==> src/thef_pkg.sv <==
`default_nettype none
package thef_pkg;
  localparam int unsigned HeaderBytes = 48;
  localparam int unsigned MaxDimDefault = 1024;
  localparam int unsigned FillW = 6;
  localparam int unsigned SkipW = 35;

  typedef struct packed {
    logic hdr_ok;
    logic len_zero;
    logic len_busy;
  } thef_status_t;

  typedef struct packed {
    logic len_start;
  } thef_cmd_t;

  function automatic logic [7:0] fix_byte(input logic [7:0] b, input logic [5:0] idx,
                                          input logic [7:0] partner);
    logic [7:0] r;
    r = b;
    if (idx >= 6'h20 && idx < 6'h28) begin
      r = partner;
    end else if (idx == 6'h2A) begin
      r = {b[1:0], b[7:2]};
    end else if (idx >= 6'h2B && idx <= 6'h2E) begin
      r = {b[3:0], b[7:4]};
    end
    return r;
  endfunction
endpackage
`default_nettype wire

==> src/thef_ram.sv <==
`default_nettype none
module thef_ram #(
  parameter int unsigned Width = 8,
  parameter int unsigned Depth = 48
) (
  input  wire logic                     clk_i,
  input  wire logic                     we_i,
  input  wire logic [$clog2(Depth)-1:0] waddr_i,
  input  wire logic [Width-1:0]         wdata_i,
  input  wire logic [$clog2(Depth)-1:0] raddr_i,
  output logic      [Width-1:0]         rdata_o
);
  logic [Width-1:0] mem_q [Depth];
  always_ff @(posedge clk_i) begin
    if (we_i) begin
      mem_q[waddr_i] <= wdata_i;
    end
    rdata_o <= mem_q[raddr_i];
  end
endmodule
`default_nettype wire

==> src/thef_len.sv <==
`default_nettype none
// Sequential data-length unit: one multiply per cycle.
module thef_len (
  input  wire logic        clk_i,
  input  wire logic        rst_ni,
  input  wire logic        start_i,
  input  wire logic [15:0] mw_i,
  input  wire logic [15:0] mh_i,
  input  wire logic [15:0] aw_i,
  input  wire logic [15:0] ah_i,
  input  wire logic [7:0]  xt_i,
  input  wire logic [7:0]  fmt_i,
  input  wire logic [7:0]  dep_i,
  output logic             busy_o,
  output logic [thef_pkg::SkipW-1:0] len_o
);
  typedef enum logic [2:0] {LIdle, LMain, LMip, LScale, LAux, LDone} lstate_e;
  lstate_e st_q;
  logic [15:0] w_q, h_q;
  logic [31:0] acc_q;
  logic [4:0]  sh_q;
  logic [thef_pkg::SkipW-1:0] tot_q;
  logic [3:0] dm, da;
  logic [15:0] wd, hd;
  logic [4:0] thr;
  logic [31:0] prod, scaled;

  assign dm = dep_i[3:0];
  assign da = dep_i[7:4];
  assign wd = w_q >> sh_q;
  assign hd = h_q >> sh_q;
  assign prod = 32'(wd) * 32'(hd);

  function automatic logic [31:0] scl(input logic [31:0] s, input logic [3:0] d);
    logic [31:0] r;
    case (d)
      4'd0: r = s >> 1;
      4'd2: r = s << 1;
      4'd3: r = s << 2;
      default: r = s;
    endcase
    return r;
  endfunction

  function automatic logic [9:0] pal(input logic [3:0] f, input logic [3:0] d);
    logic [9:0] r;
    r = '0;
    if (f == 4'd2) begin
      r = (d == 4'd1) ? 10'h200 : 10'h020;
    end
    return r;
  endfunction

  always_comb begin
    thr = 5'(5'd16 >> dm[1:0]);
    scaled = scl(acc_q, dm);
  end

  assign busy_o = (st_q != LIdle) && (st_q != LDone);
  assign len_o = tot_q;

  always_ff @(posedge clk_i or negedge rst_ni) begin
    if (!rst_ni) begin
      st_q <= LIdle;
      w_q <= '0;
      h_q <= '0;
      acc_q <= '0;
      sh_q <= '0;
      tot_q <= '0;
    end else begin
      case (st_q)
        LIdle, LDone: begin
          if (start_i) begin
            w_q <= mw_i;
            h_q <= mh_i;
            sh_q <= '0;
            st_q <= LMain;
          end
        end
        LMain: begin
          acc_q <= prod;
          sh_q <= 5'd1;
          st_q <= (xt_i == 8'd1 && dm <= 4'd3) ? LMip : LScale;
        end
        LMip: begin
          if (sh_q <= 5'd17 && wd >= 16'(thr) && hd != 16'd0) begin
            acc_q <= acc_q + prod;
            sh_q <= sh_q + 5'd1;
          end else begin
            st_q <= LScale;
          end
        end
        LScale: begin
          tot_q <= 35'(scaled) + 35'(pal(fmt_i[3:0], dm));
          w_q <= aw_i;
          h_q <= ah_i;
          sh_q <= '0;
          st_q <= (xt_i == 8'd3) ? LAux : LDone;
        end
        LAux: begin
          tot_q <= tot_q + 35'(scl(prod, da)) + 35'(pal(fmt_i[7:4], da));
          st_q <= LDone;
        end
        default: st_q <= LIdle;
      endcase
    end
  end
endmodule
`default_nettype wire

==> src/thef_datapath.sv <==
`default_nettype none
module thef_datapath #(
  parameter int unsigned MaxDim = thef_pkg::MaxDimDefault
) (
  input  wire logic        clk_i,
  input  wire logic        rst_ni,
  input  wire logic        wr_i,
  input  wire logic [5:0]  waddr_i,
  input  wire logic [7:0]  wdata_i,
  input  wire logic        clr_i,
  input  wire logic [5:0]  raddr_i,
  input  wire logic        fix_i,
  input  wire thef_pkg::thef_cmd_t cmd_i,
  output thef_pkg::thef_status_t   sts_o,
  output logic [7:0]       rdata_o,
  output logic [thef_pkg::SkipW-1:0] len_o
);
  logic [7:0] rd, rd2;
  logic [5:0] ridx_q, paddr;
  logic name_good_q, name_ended_q;
  logic [7:0] b20_q, b21_q, b22_q, b23_q, b24_q, b25_q, b26_q, b27_q, b29_q, b2b_q, b2c_q;
  logic [15:0] mw, mh;
  logic busy;

  assign paddr = raddr_i ^ 6'd1;
  thef_ram #(.Width(8), .Depth(thef_pkg::HeaderBytes)) u_ram (
    .clk_i, .we_i(wr_i), .waddr_i, .wdata_i, .raddr_i, .rdata_o(rd));
  thef_ram #(.Width(8), .Depth(thef_pkg::HeaderBytes)) u_ram2 (
    .clk_i, .we_i(wr_i), .waddr_i, .wdata_i, .raddr_i(paddr), .rdata_o(rd2));

  always_ff @(posedge clk_i or negedge rst_ni) begin
    if (!rst_ni) begin
      name_good_q <= 1'b1;
      name_ended_q <= 1'b0;
      ridx_q <= '0;
    end else begin
      ridx_q <= raddr_i;
      if (clr_i) begin
        name_good_q <= 1'b1;
        name_ended_q <= 1'b0;
      end else if (wr_i && waddr_i < 6'd32 && !name_ended_q) begin
        if (wdata_i == 8'h00) name_ended_q <= 1'b1;
        else if (wdata_i < 8'h20 || wdata_i > 8'h7E) name_good_q <= 1'b0;
      end
    end
  end

  always_ff @(posedge clk_i) begin
    if (wr_i) begin
      case (waddr_i)
        6'h20: b20_q <= wdata_i;
        6'h21: b21_q <= wdata_i;
        6'h22: b22_q <= wdata_i;
        6'h23: b23_q <= wdata_i;
        6'h24: b24_q <= wdata_i;
        6'h25: b25_q <= wdata_i;
        6'h26: b26_q <= wdata_i;
        6'h27: b27_q <= wdata_i;
        6'h29: b29_q <= wdata_i;
        6'h2B: b2b_q <= wdata_i;
        6'h2C: b2c_q <= wdata_i;
        default: ;
      endcase
    end
  end

  assign mw = {b22_q, b23_q};
  assign mh = {b26_q, b27_q};

  thef_len u_len (
    .clk_i, .rst_ni, .start_i(cmd_i.len_start),
    .mw_i(mw), .mh_i(mh), .aw_i({b20_q, b21_q}), .ah_i({b24_q, b25_q}),
    .xt_i(b29_q), .fmt_i(b2b_q), .dep_i(b2c_q), .busy_o(busy), .len_o);

  assign sts_o.hdr_ok = name_good_q && mw != 16'd0 && mh != 16'd0 &&
                        mw <= 16'(MaxDim) && mh <= 16'(MaxDim);
  assign sts_o.len_zero = (len_o == '0);
  assign sts_o.len_busy = busy;
  assign rdata_o = fix_i ? thef_pkg::fix_byte(rd, ridx_q, rd2) : rd;
endmodule
`default_nettype wire

==> src/thef_ctrl.sv <==
`default_nettype none
module thef_ctrl (
  input  wire logic        clk_i,
  input  wire logic        rst_ni,
  input  wire logic        s_fire_i,
  input  wire logic [7:0]  s_data_i,
  input  wire logic        s_last_i,
  output logic             s_ready_o,
  output logic [7:0]       m_data_o,
  output logic             m_last_o,
  output logic             m_valid_o,
  input  wire logic        m_ready_i,
  output logic             wr_o,
  output logic [5:0]       waddr_o,
  output logic             clr_o,
  output logic [5:0]       raddr_o,
  output logic             fix_o,
  output thef_pkg::thef_cmd_t cmd_o,
  input  wire thef_pkg::thef_status_t sts_i,
  input  wire logic [7:0]  rdata_i,
  input  wire logic [thef_pkg::SkipW-1:0] len_i
);
  typedef enum logic [2:0] {SCollect, SLen, SEmit, SSkip, SPass} state_e;
  state_e st_q, after_q;
  logic [5:0] fill_q, cnt_q, nout_q;
  logic [thef_pkg::SkipW-1:0] skip_q;
  logic ok_q, lastpend_q, rv_q, ob_v_q, ob_last_q;
  logic [7:0] ob_q;
  logic ob_free, emit_go;

  assign ob_free = !ob_v_q || m_ready_i;
  assign m_valid_o = ob_v_q;
  assign m_data_o = ob_q;
  assign m_last_o = ob_last_q;
  assign s_ready_o = ((st_q == SCollect) || ((st_q == SSkip || st_q == SPass) && ob_free))
                     && !rv_q;
  assign wr_o = s_fire_i && st_q == SCollect;
  assign waddr_o = fill_q;
  assign fix_o = ok_q;
  assign emit_go = st_q == SEmit && ob_free && !rv_q && cnt_q < nout_q;
  assign raddr_o = cnt_q;
  assign cmd_o.len_start = wr_o && fill_q == 6'(thef_pkg::HeaderBytes - 1);
  assign clr_o = cmd_o.len_start || (wr_o && s_last_i);

  always_ff @(posedge clk_i or negedge rst_ni) begin
    if (!rst_ni) begin
      st_q <= SCollect;
      after_q <= SCollect;
      fill_q <= '0;
      cnt_q <= '0;
      nout_q <= '0;
      skip_q <= '0;
      ok_q <= 1'b0;
      lastpend_q <= 1'b0;
      rv_q <= 1'b0;
      ob_v_q <= 1'b0;
      ob_last_q <= 1'b0;
      ob_q <= '0;
    end else begin
      if (m_ready_i) ob_v_q <= 1'b0;
      rv_q <= 1'b0;
      case (st_q)
        SCollect: begin
          if (s_fire_i) begin
            fill_q <= fill_q + 6'd1;
            lastpend_q <= s_last_i;
            if (fill_q == 6'(thef_pkg::HeaderBytes - 1)) begin
              ok_q <= sts_i.hdr_ok;
              st_q <= SLen;
              nout_q <= 6'(thef_pkg::HeaderBytes);
            end else if (s_last_i) begin
              ok_q <= 1'b0;
              nout_q <= fill_q + 6'd1;
              cnt_q <= '0;
              st_q <= SEmit;
              after_q <= SCollect;
            end
          end
        end
        SLen: begin
          if (!sts_i.len_busy && !cmd_o.len_start && fill_q == '0) begin
            cnt_q <= '0;
            st_q <= SEmit;
            if (!ok_q) after_q <= SPass;
            else if (sts_i.len_zero) after_q <= SCollect;
            else after_q <= SSkip;
            skip_q <= len_i;
          end
          fill_q <= '0;
        end
        SEmit: begin
          if (emit_go) rv_q <= 1'b1;
          if (rv_q) begin
            ob_v_q <= 1'b1;
            ob_q <= rdata_i;
            ob_last_q <= lastpend_q && (cnt_q + 6'd1 == nout_q);
            cnt_q <= cnt_q + 6'd1;
            if (cnt_q + 6'd1 == nout_q) begin
              fill_q <= '0;
              if (lastpend_q) begin
                st_q <= SCollect;
                lastpend_q <= 1'b0;
                ok_q <= 1'b0;
              end else begin
                st_q <= after_q;
              end
            end
          end
        end
        SSkip, SPass: begin
          if (s_fire_i) begin
            ob_v_q <= 1'b1;
            ob_q <= s_data_i;
            ob_last_q <= s_last_i;
            if (s_last_i) begin
              st_q <= SCollect;
              fill_q <= '0;
            end else if (st_q == SSkip) begin
              skip_q <= skip_q - 35'd1;
              if (skip_q == 35'd1) begin
                st_q <= SCollect;
                fill_q <= '0;
              end
            end
          end
        end
        default: st_q <= SPass;
      endcase
    end
  end
endmodule
`default_nettype wire

==> src/texture_header_endian_fixup.sv <==
// Texture header endian fix-up.
// Slave channel s_axis_*: one buffer byte per transaction, tlast on the final byte.
// Master channel m_axis_*: the same bytes in order, tlast on the final byte.
// Each 48-byte header is collected into two small RAMs while the validity check runs.
// After the last header byte a length unit computes the data size, one multiply
// per cycle; the controller waits for it, longer with mipmaps (one multiply per
// mipmap level) or an aux raster.
// The header is then read back and sent one byte at a time, each read ending
// before the next starts, fixed up when valid. Texture data and everything after
// a bad header pass at one byte per cycle while the receiver is ready, through
// a single output register.
// A stalled receiver holds the output register and back-pressures the input.
// Reset (rst_ni low) empties the block and starts collecting a header; the
// controller also returns to collecting once a tlast byte enters the output register.
`default_nettype none
module texture_header_endian_fixup #(
  parameter int unsigned MaxDim = thef_pkg::MaxDimDefault
) (
  input  wire logic       clk_i,
  input  wire logic       rst_ni,
  input  wire logic       s_axis_tvalid,
  output logic            s_axis_tready,
  input  wire logic [7:0] s_axis_tdata,   // in_byte
  input  wire logic       s_axis_tlast,   // end_of_buffer
  output logic            m_axis_tvalid,
  input  wire logic       m_axis_tready,
  output logic [7:0]      m_axis_tdata,   // out_byte
  output logic            m_axis_tlast    // out_last
);
  logic wr, clr, fix, s_fire;
  logic [5:0] waddr, raddr;
  logic [7:0] rdata;
  logic [thef_pkg::SkipW-1:0] len;
  thef_pkg::thef_cmd_t cmd;
  thef_pkg::thef_status_t sts;

  assign s_fire = s_axis_tvalid && s_axis_tready;

  thef_ctrl u_ctrl (
    .clk_i, .rst_ni, .s_fire_i(s_fire), .s_data_i(s_axis_tdata), .s_last_i(s_axis_tlast),
    .s_ready_o(s_axis_tready), .m_data_o(m_axis_tdata), .m_last_o(m_axis_tlast),
    .m_valid_o(m_axis_tvalid), .m_ready_i(m_axis_tready), .wr_o(wr), .waddr_o(waddr),
    .clr_o(clr), .raddr_o(raddr), .fix_o(fix), .cmd_o(cmd), .sts_i(sts),
    .rdata_i(rdata), .len_i(len));

  thef_datapath #(.MaxDim(MaxDim)) u_dp (
    .clk_i, .rst_ni, .wr_i(wr), .waddr_i(waddr), .wdata_i(s_axis_tdata), .clr_i(clr),
    .raddr_i(raddr), .fix_i(fix), .cmd_i(cmd), .sts_o(sts), .rdata_o(rdata), .len_o(len));
endmodule
`default_nettype wire

==> config.mk <==
export PLATFORM = sky130hd
export DESIGN_NAME = texture_header_endian_fixup
export DESIGN_NICKNAME = d
export VERILOG_FILES = /design/src/thef_pkg.sv /design/src/thef_ram.sv /design/src/thef_len.sv /design/src/thef_datapath.sv /design/src/thef_ctrl.sv /design/src/texture_header_endian_fixup.sv
export SDC_FILE = /design/constraint.sdc
export NUM_CORES = 2
export LEC_CHECK = 0
export BUFFER_PORTS_ARGS = -buffer_cell sky130_fd_sc_hd__buf_2
export CORE_MARGIN = 8
export CORE_UTILIZATION = 35
export DETAILED_ROUTE_END_ITERATION = 7
export GPL_TIMING_DRIVEN = 1
export PLACE_DENSITY = 0.46
export SLEW_MARGIN = 15
export SYNTH_ARGS = -nofsm -noshare
export SYNTH_HDL_FRONTEND = slang
export SYNTH_SLANG_ARGS = --single-unit
==> constraint.sdc <==
create_clock -name clk_i -period 20.6 [get_ports clk_i]
set_input_delay 3.09 -clock clk_i [delete_from_list [all_inputs] [get_ports clk_i]]
set_output_delay 3.09 -clock clk_i [all_outputs]
set_load 0.05 [all_outputs]
==> results.py <==
metrics = {
    "clock_tree": {
        "clk_latency_ns": 0.69,
        "post_cts_resize_count": 0,
        "root_buffer": "sky130_fd_sc_hd__clkbuf_16",
        "clock_sinks": 674,
        "clk_path_buf_depth": 3,
        "cts.clk_slew.worst_paths_ns": 0.06,
        "post-cts-setup-buffers": 0,
        "ctsHoldBuffers": 0,
        "num_cts_buffers": 81,
        "cts_tree": "yes",
        "cts_htree_levels": 3,
    },
    "logic_synthesis": {
        "synth_seq_cells": 674,
        "seq_area_frac_synth": 0.413,
        "avgSynthCellArea_um2": 10.9,
        "netlist-cell-type-count": 94,
        "syn-instance-count": 4268,
        "mappedNetlistArea_um2": 46400,
        "yosys.area.top_type": "sky130_fd_sc_hd__edfxtp_1",
        "synth-edff-count": 472,
        "netlist_top_cells_area": "sky130_fd_sc_hd__edfxtp_1, sky130_fd_sc_hd__dfrtp_1, sky130_fd_sc_hd__fa_1, sky130_fd_sc_hd__mux4_2, sky130_fd_sc_hd__ha_1",
        "synth_warnings": 0,
        "asyncSetResetFlopFracSynth": 0.276,
        "syn_nets": 4698,
        "synth_top_area_share": 0.305,
        "synth_ff_type": "sky130_fd_sc_hd__edfxtp_1",
    },
    "final_layout": {
        "layout_stage_area_growth_over_the_synthesis_result_pct": 10.0,
        "count_of_fill_cells_added_during_filler_insertion": 12800,
        "layout-drive-gt1-share": 0.128,
        "final_design_area_no_fill_um2": 51100,
        "nNetsFinal": 4631,
    },
    "worst_hold_path": {
        "hold_path_startpoint": "u_dp.name_good_q",
        "worst_hold_path.num_cells": 2,
        "hp-class": "reg2reg",
        "min_delay_worst_endpoint": "u_dp.name_good_q",
    },
    "global_route": {
        "grt_residual_overflow": 0,
        "grt_max_degree": 81,
        "vias_in_the_first_global_route": 32500,
        "grt_first_pass_wirelength_um": 211000,
        "track_usage": 0.188,
        "grt_antenna_before_repair": 3,
    },
    "routing": {
        "routedWlPerCell_um": 23.2,
        "first_iter_violations": 2692,
        "route.detailed.drc": 0,
        "antenna_left": 0,
        "drt-total-wl_um": 140000,
        "drt_pre_antenna_iters": 5,
        "vias_per_cell": 5.48,
        "via_count": 33000,
    },
    "critical_path": {
        "worst-endpoint-arrival_ns": 12.50,
        "worst-setup-path-type": "reg2reg",
        "critPathCaptureType": "flip-flop",
        "worst-endpoint-required_ns": 21.15,
        "r2r_end": "u_dp.u_len.len_o[31]",
        "worst_r2r_path_depth": 36,
        "crit_path_max_fanout": 34,
        "timing.critical_path.slowest_stage_cell": "sky130_fd_sc_hd__dfrtp_2",
        "worst_path_largest_cell_delay_ns": 0.61,
        "reg2reg_from": "u_dp.u_len.sh_q[0]",
        "r2r_setup_slack_ns": 8.65,
        "critPathLaunchType": "flip-flop",
    },
    "sta": {
        "slew_at_the_pin_with_the_worst_max_slew_slack_ns": 1.21,
        "slew_headroom": 0.188,
        "finalHoldWorstSlack_ns": 0.460,
        "final.setup.tns_ns": 0,
        "fmax_mhz": 83.6,
        "finalSetupViolCount": 0,
        "final_min_period_over_clock_period": 0.580,
        "timing.final.hold_violations": 0,
        "final.min_clock_period_ns": 11.95,
        "timing_max_transition_violations_final": 0,
        "grt_setup_unrepaired": "no",
        "worst_clock_skew_ns": 0.0373,
    },
    "pwr": {
        "pwr_density_nw_per_um2": 87.1,
        "p_leak_nw": 20.4,
        "power_report.internal_total_mw": 2.97,
        "swShare": 0.332,
        "power_frac_comb": 0.296,
        "switchingPower_mw": 1.48,
        "portion_of_total_power_attributed_to_the_clock_network": 0.332,
        "vdd.ir_drop.worst_v": 0.0000816,
        "share_seq_of_total_power": 0.372,
    },
    "placed_design": {
        "hpwl_um": 100000,
        "io_buffer_count": 23,
        "globalplace.congestion": 0.877,
        "placedInstanceArea_um2": 48300,
    },
    "job": {
        "cap_violations": 0,
    },
    "floorplan": {
        "die-area_um2": 145000,
        "floorplan.io_pins": 24,
        "rows": 133,
        "die_height_um": 380,
        "initial_core_util": 0.353,
        "core_area_um2": 132000,
        "chipWidth_um": 380,
    },
    "outcome": {
        "run_status": "completed",
    },
}
[layout make-up]
class	count	area [um^2]	share of cell area
multi-input cells	3057	25300	0.495
clock inverters	33	455	0.00892
clock buffers	117	2250	0.0441
repair buffers	85	591	0.0116
inverters	302	1130	0.0222
well taps	1755	2200	0.0430
diodes	1	2.50	0.0000490
flip-flops and latches	674	19200	0.375
[critical path: cells and delay by family (launching register included)]
family / cells / cell delay, ns
compound gates: 15 / 4.11
xor+xnor: 1 / 0.60
fa+ha+maj: 9 / 3.71
buf+inv: 6 / 0.81
flops: 1 / 0.61
mux: 3 / 1.48
simple gates: 2 / 0.48
[power by group through the flow]
stage,Sequential (mW),Combinational (mW),Clock (mW)
after global routing,1.67,1.42,1.56
after detailed placement,1.68,1.33,0
after CTS,1.66,1.34,1.52
final,1.66,1.32,1.48
after floorplan,1.64,0.937,0
after global placement,1.68,1.33,0
[synth_stat cells (24+ instances only)]
| cell | number |
|---|---|
| sky130_fd_sc_hd__nor4_1 | 34 |
| sky130_fd_sc_hd__o21ai_0 | 244 |
| sky130_fd_sc_hd__or3_1 | 25 |
| sky130_fd_sc_hd__nor3_1 | 48 |
| sky130_fd_sc_hd__a211oi_1 | 24 |
| sky130_fd_sc_hd__nand3_1 | 61 |
| sky130_fd_sc_hd__mux2_2 | 145 |
| sky130_fd_sc_hd__mux4_2 | 148 |
| sky130_fd_sc_hd__and3_1 | 33 |
| sky130_fd_sc_hd__nor2b_1 | 25 |
| sky130_fd_sc_hd__edfxtp_1 | 472 |
| sky130_fd_sc_hd__nor2_1 | 442 |
| sky130_fd_sc_hd__dfrtp_1 | 185 |
| sky130_fd_sc_hd__nand2_1 | 383 |
| sky130_fd_sc_hd__xnor2_1 | 70 |
| sky130_fd_sc_hd__inv_1 | 299 |
| sky130_fd_sc_hd__nand2b_1 | 32 |
| sky130_fd_sc_hd__xor2_1 | 44 |
| sky130_fd_sc_hd__fa_1 | 198 |
| sky130_fd_sc_hd__o22ai_1 | 28 |
| sky130_fd_sc_hd__mux2i_1 | 160 |
| sky130_fd_sc_hd__a21o_1 | 57 |
| sky130_fd_sc_hd__ha_1 | 219 |
| sky130_fd_sc_hd__a21oi_1 | 243 |
| sky130_fd_sc_hd__and2_1 | 29 |
| sky130_fd_sc_hd__nand4_1 | 25 |
| sky130_fd_sc_hd__buf_1 | 41 |
| sky130_fd_sc_hd__a31oi_1 | 33 |
| sky130_fd_sc_hd__clkbuf_1 | 165 |
| sky130_fd_sc_hd__a22oi_1 | 37 |
[routing by layer]
layer / track usage / part of all wire / up-vias
li1: - / - / 15400
met1: 0.261 / 0.45 / 16700
met2: 0.310 / 0.47 / 822
met3: 0.0231 / 0.044 / 181
met4: 0.0548 / 0.029 / 2
met5: 0 / 0.000093 / -
[cell families (layout without fill, tap and decap cells)]
family	Yosys count	after routing	share of synthesized area
AO/OA/AOI/OAI	879	879	0.120
adder cells (fa/ha/maj)	417	417	0.144
AND/OR/NAND/NOR	1193	1193	0.115
flip-flops	674	674	0.413
buffers and inverters	537	537	0.0449
XOR/XNOR	114	114	0.0215
other	0	1	0
multiplexers	454	454	0.142
[per-stage QoR]
step	utilization	instances	worst slack [ns]	total power, mW
floorplan	-	4268	10.29	2.57
global placement	0.367	5873	8.83	3.01
detailed placement	0.367	5873	8.61	3.02
CTS	0.388	6023	8.59	4.51
global route	0.388	6023	7.83	4.66
finish	0.388	6024	8.65	4.45
[worst max path at each step]
| stage | startpoint | slack, ns | end | cells past startpoint |
|---|---|---|---|---|
| finish | u_dp.u_len.sh_q[0] | 8.65 | u_dp.u_len.len_o[31] | 36 |
| CTS | u_dp.u_len.sh_q[0] | 8.59 | u_dp.u_len.len_o[34] | 32 |
| floorplan | u_dp.u_len.sh_q[1] | 10.29 | u_dp.u_len.len_o[34] | 44 |
| detailed placement | u_dp.u_len.sh_q[0] | 8.61 | u_dp.u_len.len_o[34] | 32 |
| global placement | u_dp.u_len.sh_q[0] | 8.83 | u_dp.u_len.len_o[34] | 32 |
| global route | u_dp.u_len.sh_q[0] | 7.83 | u_dp.u_len.len_o[34] | 36 |
[sequential cells by signal, indices dropped and copies added, names as in the netlist, 16 cells and up]
| name | cells |
|---|---|
| u_dp.u_len.w_q | 16 |
| u_ctrl.skip_q | 35 |
| u_dp.u_len.acc_q | 32 |
| u_dp.u_len.h_q | 16 |
| u_dp.u_len.len_o | 35 |
| u_dp.u_ram2.mem_q | 384 |
[cells in the final DEF, fill, tap and decap left out, drive strengths merged, types with 16 or more instances in the layout]
cell and n:
edfxtp 472, nor2 444, nand2 383, inv 307, o21ai 251, a21oi 243
ha 219, fa 198, dfrtp 185, mux2i 160, mux4 148, mux2 146
clkbuf 117, buf 85, xnor2 70, nand3 61, a21o 57, nor3 49
xor2 44, a22oi 37, nor4 34, and3 33, a31oi 33, nand2b 32
and2 29, o22ai 28, nor2b 25, or3 25, nand4 25, a211oi 24
clkinv 20, o211ai 17, dfxtp 16
No activity file was read; power rests on OpenSTA's default activity.
